$ cat config.mk
export PLATFORM = sky130hd
export DESIGN_NAME = skmm_ram
export DESIGN_NICKNAME = d
export VERILOG_FILES = /design/src/hdl/skmm_ram.sv
export SDC_FILE = /design/constraint.sdc
export NUM_CORES = 1
export LEC_CHECK = 0
export ABC_CLOCK_PERIOD_IN_PS = 2600
export BUFFER_PORTS_ARGS = -buffer_cell sky130_fd_sc_hd__buf_2
export CORE_AREA = 2 2 77 135
export CTS_CLUSTER_DIAMETER = 40
export CTS_CLUSTER_SIZE = 20
export DETAILED_ROUTE_END_ITERATION = 10
export DIE_AREA = 0 0 79 137
export PLACE_DENSITY = 0.72
export SYNTH_ARGS = -nofsm -noshare
export SYNTH_HDL_FRONTEND = slang
export SYNTH_SLANG_ARGS = --single-unit
export TNS_END_PERCENT = 1
$ cat constraint.sdc
create_clock -name clock -period 2.6 [get_ports clock]
set_clock_uncertainty 0.2 [all_clocks]
set_input_delay 0.26 -clock clock [delete_from_list [all_inputs] [get_ports clock]]
set_output_delay 0.26 -clock clock [all_outputs]
set_load 0.02 [all_outputs]
$ cat src/hdl/skmm_ram.sv
// Generic single-write, single-read synchronous RAM with registered read data.
`default_nettype none

module skmm_ram #(
   parameter int WIDTH = 8,
   parameter int DEPTH = 16
) (
   input  wire logic                                      clock,
   input  wire logic                                      wr_en,
   input  wire logic [(DEPTH > 1 ? $clog2(DEPTH) : 1)-1:0] wr_addr,
   input  wire logic [WIDTH-1:0]                          wr_data,
   input  wire logic [(DEPTH > 1 ? $clog2(DEPTH) : 1)-1:0] rd_addr,
   output logic      [WIDTH-1:0]                          rd_data
);

   logic [WIDTH-1:0] mem [DEPTH];

   // Write port and registered read port
   always_ff @(posedge clock) begin
      if (wr_en) begin
         mem[wr_addr] <= wr_data;
      end
      rd_data <= mem[rd_addr];
   end

endmodule

`default_nettype wire

---- Word-level counts from Yosys, hierarchy flattened ----
Memories as Yosys holds them, arrays and structs flattened. A register that Yosys moved wholly into a read port is not among the register bits.
Index checks and enable logic that the tools add are counted.
operators by class
  multiplexer cells ....................... 2
operators with widths
  cell              count
  2-to-1 mux 1 bit  2
storage, ports and cells
  register bits ........................... 0
  memory bits (writable) .................. 128
  input bits .............................. 18
  output and inout bits ................... 8
  word-level logic and storage cells ...... 3
  memories ................................ 1
memories
  memory  words  width  rd ports  clocked after Yosys merged registers in  wr ports  RTL line  text
  mem     16     8      1         1                                        1         16        logic [WIDTH-1:0] mem [DEPTH];

---- Depth between registers and ports, before layout ----
  depth in word-level cells ............... 2
  gate-level depth with buffers ........... 5
  depth with buffers taken out ............ 3

---- Worst setup path before layout ----
Ideal clock, no wire load.
  path kind ............................... in2reg
  start point ............................. in wr_addr[2] (netlist bit)
  end point ............................... mem mem[0][0] (enable)
  library setup time ...................... 383 ps
  data arrival time ....................... 1370 ps
  path slack .............................. 647 ps
  cell stages on the path ................. 2
  buffers on the path ..................... 0
  cell sequence ........................... or3b_2 -> nor3_1
RTL lines
  item             RTL line  text
  start, declared  10        input wire logic [(DEPTH > 1 ? $clog2(DEPTH) : 1)-1:0] wr_addr,
  end, declared    16
Straight into the memory's write port.

==> impl_metrics.csv <==
group,metric,value,unit
status,status,"finished, final reports clean",
global_routing,grt_max_degree,17,
timing,min_period,1.64,ns
place,globalplace.congestion,0.736,
clock_network,cts_sinks,136,
worst_setup_path,r2r_setup_slack,0.98,ns
layout,n_antenna_cell,0,
synthesis,synthCells,229,
timing,fin_tns_setup,0,ns
synthesis,synth.largest_area_cell,"edfxtp_1",
synthesis,ys_ff_latch,136,
worst_setup_path,cp-start-kind,"primary input",
timing,whs,0.0259,ns
clock_network,htreeDepth,4,
timing,finalHoldViolations,0,
synthesis,ys_top_cells_by_area,"edfxtp_1, mux4_2, mux4_1",
detailed_routing,wl,9920,µm
timing,slew_headroom,52.1,%
layout,fill_cells,682,
place,dp_hpwl,6520,µm
clock_network,cts_tree,"done",
detailed_routing,postRouteAntennaNets,0,
synthesis,yosysTopAreaCellShare,74.7,%
timing,rsz0062_at_grt,"no",
clock_network,cts_buffer_depth,2,
timing,setup_violations,0,
worst_setup_path,crit_type,"in2reg",
hold_path,hold_end,"mem[8][5]",
power,p_total,5.11,mW
layout,area_growth,18.9,%
hold_path,hp-class,"in2reg",
place,placedCellCount,392,
worst_setup_path,worstPathMaxFanout,11,
clock_network,clk-insertion-delay-late,0.42,ns
worst_setup_path,arrival,1.73,ns
clock_network,postCtsSetupRepairBufs,0,
timing,final_max_slew_viol_count,0,
synthesis,ys_seq_area_share,77.8,%
die,row_count,48,
synthesis,syn_avg_cell_area,22.5,µm²
detailed_routing,routed_via_density,5.76,
hold_path,min-delay-start,"wr_data[5]",
die,die_w,79,µm
layout,drive_gt1_share,32.8,%
layout,layoutNonFillerInstCount,424,
timing,tightest_slew,0.715,ns
layout,final_cell_area,6120,µm²
layout,fin_util,62.9,%
worst_setup_path,critPathRequiredTime,2.69,ns
detailed_routing,num_vias,2443,
detailed_routing,drt-initial-drc-count,238,
timing,fmax,609,MHz
global_routing,grt_pass1_vias,2532,
die,die_h,137,µm
clock_network,numCtsBuffers,17,
place,placed_area,5520,µm²
power,vdd_drop_max,0.719,mV
place,dp_slack,0.540,ns
worst_setup_path,r2r_end,"rd_data[2]",
job,maxCapViolCount,0,
clock_network,clockRootBuffer,"clkbuf_16",
synthesis,ys_warn_count,0,
global_routing,grtUsageTotal,20.1,%
worst_setup_path,r2r_start,"mem[5][2]",
synthesis,syn_nets,247,
global_routing,grt_overflow,0,
detailed_routing,remaining_drc_errors,0,
synthesis,syn_area,5150,µm²
worst_setup_path,end_kind,"flop",
clock_network,clk_pin_slew,0.06,ns
die,num_io_pins,26,
die,start_util,52.9,%
layout,mostFrequentLayoutCells,"edfxtp_1, buf_2, buf_4, mux4_2, clkbuf_16",
detailed_routing,routedWlPerCell,23.4,µm
power,powerDensity,834,nW/µm²
place,numPortBuffers,25,
timing,finalWorstSetupSlack,0.958,ns
global_routing,grt_antenna_before_repair,0,
clock_network,cts.hold.buffers_added,0,
layout,nets,304,
worst_setup_path,reg2reg_depth,3,
power,cellLeakagePower,2.10,nW
clock_network,cts.repair.resized,0,
die,design.core.area,9730,µm²
synthesis,synth.distinct_cells,19,
die,die_area,10800,µm²
detailed_routing,firstDrtPassIters,4,
timing,fin_crit_sh,63.2,%
global_routing,grt_first_pass_wirelength,14800,µm
layout,final_common_cell,"edfxtp_1",
hold_path,hold_depth,1,
how the worst max path moves through the flow:
stage | startpoint | end | slack (ns) | cells after the start
after global placement | rd_addr[0] | rd_data[1] | 0.57 | 5
final | rd_addr[0] | rd_data[3] | 0.96 | 5
after CTS | rd_addr[0] | rd_data[3] | 0.94 | 5
after detailed placement | rd_addr[0] | rd_data[3] | 0.54 | 5
after floorplan | wr_addr[2] | mem[0][0] | 0.65 | 2
after global routing | rd_addr[0] | rd_data[1] | 0.84 | 5
metal layers:
metal / wire length (µm) / track usage [%] / up-vias
li1: - / - / 1089
met1: 3770 / 22.8 / 1278
met2: 5630 / 36.0 / 64
met3: 381 / 5.67 / 12
met4: 136 / 7.47 / 0
met5: 0 / 0 / -
cells by family (layout without fill, tap and decap cells):
group,Yosys count,in the layout,share of synthesized area (%)
AO/OA/AOI/OAI,16,16,2.33
multiplexers,32,32,15.0
buffers and inverters,10,80,1.68
AND/OR/NAND/NOR,35,35,3.18
flip-flops,136,136,77.8
critical path, stage by stage:
cell,delay (ns)
buf_2,0.27
buf_4,0.26
mux4_1,0.61
a22oi_1,0.23
nand2_1,0.10
cell type report:
cell class | instances | area, µm² | share of cell area, %
clock buffers | 18 | 429 | 7.01
clock inverters | 14 | 175 | 2.86
multi-input cells | 83 | 1060 | 17.3
flip-flops and latches | 136 | 4000 | 65.4
well taps | 125 | 156 | 2.56
repair buffers | 48 | 298 | 4.87
cells in the mapped netlist:
cell type / n
nand3_1: 1
a22oi_1: 16
buf_6: 3
edfxtp_1: 128
mux4_1: 14
buf_4: 1
nand2b_1: 2
dfxtp_1: 8
clkdlybuf4s25_2: 3
nor2b_1: 1
and2b_1: 1
or3b_2: 1
mux4_2: 18
and2_1: 1
nand3b_1: 2
nor3_1: 4
nor2_1: 13
buf_2: 3
nand2_1: 9
flip-flops by register name, summed over array words and instances, names as in the netlist:
register	count
rd_data	8
mem	128
report_power, final:
part	internal [mW]	total [mW]	leakage (nW)	switching (mW)
Combinational	0.0972	0.239	0.591	0.142
Sequential	2.45	2.47	1.22	0.0142
Clock	1.51	2.40	0.286	0.890
Note: power is estimated with default switching activity, not from simulation.
