===== src/hdl/skmm_pkg.sv =====
// Shared types and constants for the string key table with multiple-match search.
`default_nettype none

package skmm_pkg;

   // Word geometry: 30 characters of 8 bits, first character in the low byte
   localparam int WORD_CHARS = 30;
   localparam int WORD_W     = WORD_CHARS * 8;
   localparam int SLOT_W     = 4;

   // Search returns at most this many matches
   localparam int MAX_RESULTS = 16;
   localparam int RES_W       = $clog2(MAX_RESULTS + 1);

   // Request function codes
   localparam logic [1:0] FN_INSERT = 2'd0;
   localparam logic [1:0] FN_DELETE = 2'd1;
   localparam logic [1:0] FN_SEARCH = 2'd2;

   // Result status codes
   typedef enum logic [2:0] {
      STAT_INSERTED  = 3'd0,
      STAT_FULL      = 3'd1,
      STAT_DELETED   = 3'd2,
      STAT_BAD_INDEX = 3'd3,
      STAT_MATCH     = 3'd4,
      STAT_NOT_FOUND = 3'd5
   } status_type;

   // Request payload
   typedef struct packed {
      logic [1:0]  func;
      logic [63:0] key_chars_0_7;
      logic [63:0] key_chars_8_15;
      logic [63:0] key_chars_16_23;
      logic [47:0] key_chars_24_29;
      logic [63:0] val_chars_0_7;
      logic [63:0] val_chars_8_15;
      logic [63:0] val_chars_16_23;
      logic [47:0] val_chars_24_29;
      logic [3:0]  delete_slot;
   } req_type;

   // Result payload
   typedef struct packed {
      status_type  status;
      logic [3:0]  slot;
      logic [63:0] out_chars_0_7;
      logic [63:0] out_chars_8_15;
      logic [63:0] out_chars_16_23;
      logic [47:0] out_chars_24_29;
      logic        last;
   } rsp_type;

endpackage

`default_nettype wire


===== src/hdl/skmm_norm.sv =====
// Word normalizer: clears every character after the first zero character.
`default_nettype none

module skmm_norm (
   input  wire logic [skmm_pkg::WORD_W-1:0] word_in,
   output logic      [skmm_pkg::WORD_W-1:0] word_out
);

   logic [skmm_pkg::WORD_CHARS-1:0] ended;

   // Running "terminator seen" flag, one bit per character
   always_comb begin
      for (int i = 0; i < skmm_pkg::WORD_CHARS; i++) begin
         if (i == 0) begin
            ended[i] = (word_in[7:0] == 8'd0);
         end else begin
            ended[i] = ended[i-1] | (word_in[i*8 +: 8] == 8'd0);
         end
         word_out[i*8 +: 8] = ended[i] ? 8'd0 : word_in[i*8 +: 8];
      end
   end

endmodule

`default_nettype wire

===== config.mk =====
export PLATFORM = sky130hd
export DESIGN_NAME = skmm_norm
export DESIGN_NICKNAME = d
export VERILOG_FILES = /design/src/hdl/skmm_pkg.sv /design/src/hdl/skmm_norm.sv
export SDC_FILE = /design/constraint.sdc
export NUM_CORES = 1
export LEC_CHECK = 0
export ABC_AREA = 1
export BUFFER_PORTS_ARGS = -buffer_cell sky130_fd_sc_hd__buf_2
export CAP_MARGIN = 20
export CORE_AREA = 2 2 185 187
export DETAILED_ROUTE_END_ITERATION = 8
export DIE_AREA = 0 0 187 189
export SLEW_MARGIN = 20
export SYNTH_ARGS = -nofsm -noshare
export SYNTH_HDL_FRONTEND = slang
export SYNTH_SLANG_ARGS = --single-unit

===== constraint.sdc =====
create_clock -name vclk -period 10.8
set_input_delay 1.62 -clock vclk [all_inputs]
set_output_delay 1.62 -clock vclk [all_outputs]
set_load 0.005 [all_outputs]

Word level (Yosys, flattened, before mapping)
Index checks and enable logic that the tools add are counted.

Mux-type cells: 30. Reductions and logical operators: 30. Bitwise operators: 29.

Operators with widths (count): zero test 8 bit (30); 2-to-1 mux 8 bit (30); OR 1 bit (29).

Flip-flop bits (word level): 0. Logic and storage cells: 89.

Logic depth before layout (Yosys ltp)
Depth after elaboration: 31. Gate-level depth with buffers: 20. Mapped depth without buffers: 20.

Worst setup path before layout
Ideal clock, no wire load.

Path type: input -> output. From: input port word_in[11] (netlist bit). To: output port word_out[232] (netlist bit). Path slack: 4.978 ns. Arrival time: 4.202 ns. Data required time: 9.180 ns. Path buffers: 0. Stages on the path: 20. Cells stage by stage: inv_1 nand2_1 nor2_1 nand2_2 nand2_4 nor2_4 nand4_4 nor2_4 nand4_4 nor2_4 nand4_4 nor2_4 nand4_4 nor2_4 nand4_4 nor2_4 nand4_4 nor2_4 nand4_4 nor2_2.

Word-level cells in the longest chain between the ends: 31.

Ends and longest elaborated chain: from (decl) (RTL line skmm_norm.sv:5) `input wire logic [skmm_pkg::WORD_W-1:0] word_in,`; zero test 8 bit (RTL line skmm_norm.sv:17) `ended[i] = ended[i-1] | (word_in[i*8 +: 8] == 8'd0);`; OR 1 bit (29 in a row) (RTL line skmm_norm.sv:17); 2-to-1 mux 8 bit (RTL line skmm_norm.sv:19) `word_out[i*8 +: 8] = ended[i] ? 8'd0 : word_in[i*8 +: 8];`; to (decl) (RTL line skmm_norm.sv:6) `output logic [skmm_pkg::WORD_W-1:0] word_out`.

Every way passes these cells.

Final worst setup path
From: input port word_in[5] (netlist bit). To: output port word_out[236] (netlist bit).

Word-level cells in the longest chain between the ends: 31.

Ends and longest elaborated chain (RTL line): zero test 8 bit; OR 1 bit (29 in a row) (skmm_norm.sv:17); 2-to-1 mux 8 bit (skmm_norm.sv:19).

Every way passes these cells.

==> out/metrics.csv <==
metric,value,unit
port_buffers,480,
post_cts.repair.setup_buffers,0,
ir_drop,0.0177,mV
max_freq,151,MHz
worstSetupPathType,input port to output pin,
rsz0062_at_grt,false,
synth_fp_nets,861,
seqCellArea,0,um2
synth.area.top_cells,"inv_1, nor2_1, nor4_1",
fin_crit_sh,61.4,%
powerDensity,39.4,mW/mm2
nets,1335,
min_path_type,input port to output pin,
slew_headroom,64.4,%
timing.setup.tns,0,ns
cts_hold_buf,0,
crit_fanout,10,
holdWs,3.43,ns
required,9.18,ns
netlist.area_leader.share,34.4,%
yosysMostFrequentCell,inv_1,
clock_buffers,0,
slew_viol_final,0,
drtPass1Iterations,5,
grt_usage,14.4,%
overflow,0,
die-area,0.0353,mm2
die_height,189,um
seq_cells,0,
leakage,3.96,nW
grt_pass1_vias,5672,
area_delta_synth_final,110,%
period_needed,6.63,ns
min-delay-start,word_in[1],
worstSetupEndpointType,output pin,
viasPerCell,3.58,
core,0.0333,mm2
ys_seq_area_share,0,%
gp_congestion,0.995,
ys_top_cells_by_count,"inv_1, nor2_1, nor4_1, nand2_1, nand3_1",
antenna_left,0,
tightest_slew,0.529,ns
setup_ws,4.17,ns
post-place-ws,4.05,ns
drt_iter0_drc,153,
yosysWarnings,0,
num_vias,5566,
status,"complete, no violations",
antenna_found_initial,17,
synth_area_per_cell,4.34,um2
pin_count,480,
wire_per_inst,17.5,um
initial_core_util,8.11,%
ys_types,17,
drive_above_1_share,46.8,%
setup-violations-final,0,
rows,67,
cp-startpoint,word_in[5],
synth_top_area_cell,inv_1,
worstPathArrival,5.01,ns
die_x,187,um
syn_area,0.00270,mm2
dp_hpwl,25900,um
cts_resized,0,
grt_max_degree,11,
grt_pass1_wl,37500,um
startpoint_type,input port,
wirelength,27200,um
finalPower,223,uW
drc,0,
synthCells,621,
finalHoldViolCount,0,
maxCapViolations,0,
==> path summary, 6_finish.rpt <==
path | to | slack [ns] | cells after the start
worst min-delay path | word_out[1] | 3.43 | 2
worst max-delay path | word_out[236] | 4.17 | 22
==> layer usage <==
| layer | track usage [%] | wire length, um |
|---|---|---|
| met2 | 30.4 | 15000 |
| met3 | 3.21 | 2000 |
| met1 | 13.1 | 8690 |
| met5 | 0 | 78 |
| met4 | 5.80 | 1340 |
==> cells in the final DEF (no fill, tap or decap) <==
| cell type | n |
|---|---|
| nand2_1 | 36 |
| nor2_1 | 230 |
| nand2_4 | 1 |
| clkinv_1 | 2 |
| inv_1 | 247 |
| nor2_4 | 7 |
| diode_2 | 13 |
| nor2_2 | 8 |
| nand4_1 | 8 |
| nand3_2 | 1 |
| nand3_1 | 10 |
| nor4_1 | 42 |
| nand4_4 | 7 |
| or2_2 | 2 |
| nand2_2 | 3 |
| inv_2 | 3 |
| nor3_1 | 6 |
| buf_2 | 480 |
==> kinds of logic after synthesis <==
logic type	Yosys count	share of synthesized area, %
buffers and inverters	260	36.2
AND/OR/NAND/NOR	361	63.8
==> layout make-up <==
cell class                      instances  area (um2)
Fill cell                            3983       27600
Timing Repair Buffer                  480        2400
Multi-Input combinational cell        361        1720
Inverter                              252         946
Tap cell                              448         561
Antenna cell                           13        32.5
==> stage by stage <==
| step | utilization [%] | instance area [um2] | instances |
|---|---|---|---|
| after CTS | 16.9 | 5630 | 1541 |
| after global placement | 16.9 | 5630 | 1541 |
| after floorplan | - | 2700 | 621 |
| final | 17.0 | 5660 | 1554 |
| after detailed placement | 16.9 | 5630 | 1541 |
| after global routing | 17.0 | 5650 | 1547 |
==> power by group <==
group / internal, mW / total, mW / switching, mW / leakage (nW)
registers: 0 / 0 / 0 / 0
clock network: 0.000000162 / 0.000000162 / 0 / 0.0000824
logic: 0.0992 / 0.223 / 0.124 / 3.96
==> worst max-delay path, stage by stage <==
cell     delay (ns)
buf_2          0.10
inv_1          0.04
nand2_1        0.05
nor2_1         0.04
nand2_2        0.08
nand2_4        0.09
nor2_4         0.15
nand4_4        0.18
nor2_4         0.19
nand4_4        0.17
nor2_4         0.19
nand4_4        0.21
nor2_4         0.20
nand4_4        0.20
nor2_4         0.21
nand4_4        0.18
nor2_4         0.18
nand4_4        0.15
nor2_4         0.25
nand4_4        0.22
nor2_2         0.14
buf_2          0.12
No activity file was read; power rests on OpenSTA's default activity.
